File: src/lbvs_ram.sv
// generic single-write, single-read ram with registered read data
// no dependencies
module lbvs_ram #(
    parameter int WIDTH = 32,
    parameter int DEPTH = 64,
    parameter int AW    = (DEPTH > 1) ? $clog2(DEPTH) : 1
) (
    input  logic             aclk,
    input  logic             we,
    input  logic [AW-1:0]    waddr,
    input  logic [WIDTH-1:0] wdata,
    input  logic             re,
    input  logic [AW-1:0]    raddr,
    output logic [WIDTH-1:0] rdata
);

    logic [WIDTH-1:0] mem [DEPTH];
    logic [WIDTH-1:0] rdata_reg;

    // write port
    always_ff @(posedge aclk) begin
        if (we) begin
            mem[waddr] <= wdata;
        end
    end

    // read port, holds while not enabled
    always_ff @(posedge aclk) begin
        if (re) begin
            rdata_reg <= mem[raddr];
        end
    end

    assign rdata = rdata_reg;

endmodule

File: config.mk
export PLATFORM = sky130hd
export DESIGN_NAME = lbvs_ram
export DESIGN_NICKNAME = d
export VERILOG_FILES = /design/src/lbvs_ram.sv
export SDC_FILE = /design/constraint.sdc
export NUM_CORES = 2
export LEC_CHECK = 0
export BUFFER_PORTS_ARGS = -buffer_cell sky130_fd_sc_hd__clkbuf_2
export CAP_MARGIN = 20
export CORE_MARGIN = 3
export CORE_UTILIZATION = 55
export DETAILED_ROUTE_END_ITERATION = 8
export GPL_TIMING_DRIVEN = 0
export PLACE_DENSITY_LB_ADDON = 0.3
export SLEW_MARGIN = 40
export SYNTH_ARGS = -nofsm -noshare
export SYNTH_HDL_FRONTEND = slang
export SYNTH_SLANG_ARGS = --single-unit
File: constraint.sdc
create_clock -name aclk -period 4.9 [get_ports aclk]
set_clock_uncertainty 0.05 [all_clocks]
set_input_delay 0.98 -clock aclk [delete_from_list [all_inputs] [get_ports aclk]]
set_output_delay 0.98 -clock aclk [all_outputs]
set_load 0.05 [all_outputs]
# Word-level counts from Yosys, hierarchy flattened

Memories as Yosys holds them, arrays and structs flattened. A register that Yosys moved wholly into a read port is not among the register bits.
Cells that the tools add are included.

Memories kept: 1
Output and inout port bits: 32
Bits in writable memories: 2048
Input port bits: 47
Register bits after elaboration: 0
Logic and storage cells: 3

Muxes and demuxes: 2

Memories:

| name | depth | bits a word | rd ports | clocked after memory_dff | wr ports | line | source |
|---|---|---|---|---|---|---|---|
| mem  | 64    | 32          | 1        | 1                        | 1        | 17   | `logic [WIDTH-1:0] mem [DEPTH];` |

Operators with widths:

| cell              | count |
|---|---|
| 1-bit two-way mux | 2 |

# Depth between registers and ports, before layout

Depth in word-level cells: 2
Depth in mapped cells: 10
Gate-level depth less buffers: 5

# Least setup slack after synthesis

OpenSTA, ideal clock, no wires.

Kind: in2reg
Start point: input port waddr[3]
End point: memory mem[48][0], enable pin
Cell stages on the path: 4
Setup time: 0.461 ns
Path buffers: 1
Data required time: 4.389 ns
Data arrival time: 3.679 ns
Path slack: 0.710 ns
Cells stage by stage: clkbuf_1 -> nor2b_1 -> nand4b_1 -> nor3_1

RTL lines:

| item        | line | source |
|---|---|---|
| from (decl) | 10   | `input logic [AW-1:0] waddr,` |
| to (decl)   | 17   |  |

No word-level cell before the write port.

==> impl_metrics.py <==
metrics = {
    "outcome": {
        "status": "finished, violations left",
        "violations": "DRC",
    },
    "power_and_ir_drop": {
        "clkPwrFrac": 0.402,
        "p_switching_mw": 8.05,
        "peakVddDrop_mv": 0.353,
        "power_frac_comb": 0.059,
        "p_int_mw": 28.7,
        "p_per_area_nw_per_um2": 398,
        "p_leak_nw": 29.1,
        "switching_share": 0.219,
        "power.share.sequential": 0.539,
    },
    "setup_path": {
        "cpMostUsedCell": "buf_2",
        "timing.rr.end": "rdata[23]$_DFFE_PP_",
        "r2r_cells": 4,
        "rrSetupSlack_ns": 2.25,
        "critPathBufInv": 5,
        "cp-start-kind": "primary input",
        "cp.required_ns": 5.37,
        "critPathMaxStageDelay_ns": 0.52,
        "path_max_fanout": 10,
        "cp_data_arrival_time_ns": 4.48,
        "critPathTopFamily": "buffers and inverters",
        "crit_type": "primary input to register",
        "crit_chain": "buf_2, buf_2, buf_2, clkbuf_1, buf_2, mux2i_1, a21oi_2, a21oi_1, nor2_1",
        "regToRegStartpoint": "mem[35][23]$_DFFE_PP_",
        "crit_slowest_cell": "buf_2",
        "endpoint_kind": "register",
    },
    "min_path": {
        "min_path_cells": 1,
        "min_from": "wdata[13]",
        "worstHoldEndpoint": "mem[38][13]$_DFFE_PP_",
        "hold_class": "primary input to register",
    },
    "sta": {
        "setup_viol": 0,
        "whs_ns": 0.546,
        "rsz0062_at_grt": "no",
        "finalWorstSetupSlack_ns": 0.889,
        "maxSlewHeadroom": 0.369,
        "fin_crit_ns": 4.01,
        "fmaxAchievable_ghz": 0.249,
        "drv_slew": 0,
        "hold_viol": 0,
        "tightestPinTransition_ns": 0.947,
        "finalCritPeriodShare": 0.819,
    },
    "placement": {
        "pre_cts_slack_ns": 0.142,
        "port_buffers": 70,
        "place.gp.congestion": 0.895,
        "hpwl_mm": 158,
    },
    "global_route": {
        "grt_pass1_wl_mm": 327,
        "antenna_found_initial": 11,
        "grt_max_degree": 65,
        "grt_overflow": 0,
        "track_usage": 0.330,
        "grt_pass1_vias": 40800,
    },
    "yosys": {
        "netlist_area_um2": 78800,
        "synth_xor_area_frac": 0,
        "ys.flop_type": "edfxtp_1",
        "synth_edf_count": 2080,
        "synth_compound_area_frac": 0.0167,
        "avgSynthCellArea_um2": 23.7,
        "ys_seq_area_frac": 0.792,
        "synth-seq-cells": 2080,
        "muxShareOfSynthArea": 0.167,
        "synth_top_family_by_area": "multiplexers",
        "async_flop_share": 0,
        "syn_inst": 3324,
        "synthSimpleGateAreaFrac": 0.0126,
        "yosys.area.top_type": "edfxtp_1",
        "syn-num-nets": 3371,
        "synth_area_leaders": "edfxtp_1, mux4_2, mux2i_1, o22ai_1, nor2_1",
        "synth_fa_ha_area_frac": 0,
        "ys_warn_count": 0,
        "synth_top_area_share": 0.792,
        "yosysUniqueCellTypes": 33,
    },
    "cts": {
        "cts-buffers-inserted": 199,
        "postCtsResizedCells": 0,
        "clock_sinks": 2080,
        "cts_tree": "yes",
        "insertion_delay_ns": 0.83,
        "max-clock-path-buffers": 3,
        "hold_buffers": 0,
        "post-cts-setup-buffer-count": 0,
        "root_buffer": "clkbuf_16",
        "clkTransAtPathRegs_ns": 0.07,
        "htree_levels": 4,
    },
    "floorplanning": {
        "std_cell_rows": 138,
        "io_pins": 79,
        "core_area_um2": 142000,
        "dieHeight_um": 385,
        "start_util": 0.555,
        "die_w_um": 385,
        "design.die.area_um2": 148000,
    },
    "route": {
        "num_vias": 41100,
        "drc": 3,
        "vias_per_cell": 7.04,
        "drt-pass1-iter-count": 9,
        "drtIter0Drc": 7524,
        "wl_mm": 240,
        "antenna_left": 0,
        "wl_per_cell_um": 41.1,
    },
    "flow_run": {
        "maxCapViolCount": 0,
    },
    "finish": {
        "nets": 3839,
        "fillCellCount": 8847,
        "largest_register_ff_count": 2048,
        "utilization": 0.650,
        "area_growth_pct": 17.1,
        "drive_gt1_frac": 0.329,
    },
}
[routing by layer]
layer,up-vias,global-route usage,part of all wire
li1,15300,-,-
met1,21400,0.441,0.33
met2,3740,0.484,0.45
met3,755,0.118,0.16
met4,10,0.171,0.064
met5,-,0,0.00064
[cell type report]
type                            count  area [um^2]  share of cell area
Antenna cell                        5         12.5            0.000136
Sequential cell                  2080        62500               0.677
Buffer                            182          952              0.0103
Tap cell                         1890         2360              0.0256
Multi-Input combinational cell   1062        16000               0.174
Timing Repair Buffer              267         4320              0.0468
Clock buffer                      255         5280              0.0572
Clock inverter                     97          855             0.00926
[worst max-delay path by stage]
stage                     startpoint               endpoint  slack [ns]  cells after the start
after global placement      waddr[3]  mem[49][14]$_DFFE_PP_       -2.90                      4
after floorplan             waddr[3]   mem[48][0]$_DFFE_PP_        0.71                      4
after CTS                   raddr[1]    rdata[13]$_DFFE_PP_        1.03                      9
after global routing        raddr[1]    rdata[16]$_DFFE_PP_        0.98                      9
after detailed placement    raddr[1]    rdata[13]$_DFFE_PP_        0.14                      9
final                       raddr[1]    rdata[16]$_DFFE_PP_        0.89                      9
[cells in the mapped netlist (2+ instances only)]
library cell and n:
or3b_2 3, a41o_1 4, mux4_2 544, o32ai_1 4
a22oi_1 12, mux2i_1 93, a21oi_1 62, o22ai_1 84
and3_1 4, buf_6 5, nor2_1 137, nand4_1 2
a311oi_1 8, nand3b_1 5, nand3_1 5, or3_1 3
and2_1 2, nand2b_1 8, or3b_1 2, buf_4 25
nand2_1 26, nor3_1 7, clkbuf_1 74, edfxtp_1 2080
o221ai_1 27, buf_1 21, nor2b_1 15, buf_2 57
[kinds of logic (layout without fill, tap and decap cells)]
logic type | after synthesis | in the layout
other | 0 | 5
buffers and inverters | 182 | 801
AOI/OAI and AO/OA | 202 | 202
muxes | 637 | 637
DFF | 2080 | 2080
and+or+nand+nor | 223 | 223
[power by group through the flow]
stage	Sequential (mW)	Combinational [mW]	Clock [mW]
floorplan	20.2	0.959	0
global placement	20.2	1.96	0
detailed placement	20.2	2.09	0
CTS	19.8	2.11	14.8
global route	19.8	2.21	15.5
finish	19.8	2.16	14.8
[layout by cell type, fill, tap and decap left out, drive strengths merged]
master | Yosys | routed
edfxtp | 2080 | 2080
mux4 | 544 | 544
clkbuf | 74 | 398
buf | 108 | 306
nor2 | 137 | 137
mux2i | 93 | 93
o22ai | 84 | 84
clkinv | 0 | 70
a21oi | 62 | 62
o221ai | 27 | 27
nand2 | 26 | 26
nor2b | 15 | 15
a22oi | 12 | 12
bufinv | 0 | 12
clkinvlp | 0 | 10
nand2b | 8 | 8
a311oi | 8 | 8
nor3 | 7 | 7
diode | 0 | 5
nand3b | 5 | 5
or3b | 5 | 5
nand3 | 5 | 5
inv | 0 | 5
and3 | 4 | 4
a41o | 4 | 4
o32ai | 4 | 4
or3 | 3 | 3
or2 | 3 | 3
and2 | 2 | 2
nand4 | 2 | 2
a31oi | 1 | 1
nand4b | 1 | 1
[worst register-to-register path, cell delays in order, from the launching register on]
cell and delay [ns]:
edfxtp_1 0.36, mux4_2 0.50, mux4_2 0.52, o22ai_1 0.61
nor2_1 0.29
[through the flow]
| step | TNS, ns | instances | power [mW] | instance area, um^2 |
|---|---|---|---|---|
| floorplan | 0 | 3324 | 21.2 | 78800 |
| global placement | -2143.98 | 5284 | 22.1 | 81600 |
| detailed placement | 0 | 5477 | 22.2 | 86100 |
| CTS | 0 | 5829 | 36.7 | 92200 |
| global route | 0 | 5833 | 37.5 | 92300 |
| finish | 0 | 5838 | 36.7 | 92300 |
(Power assumes the default switching activity.)
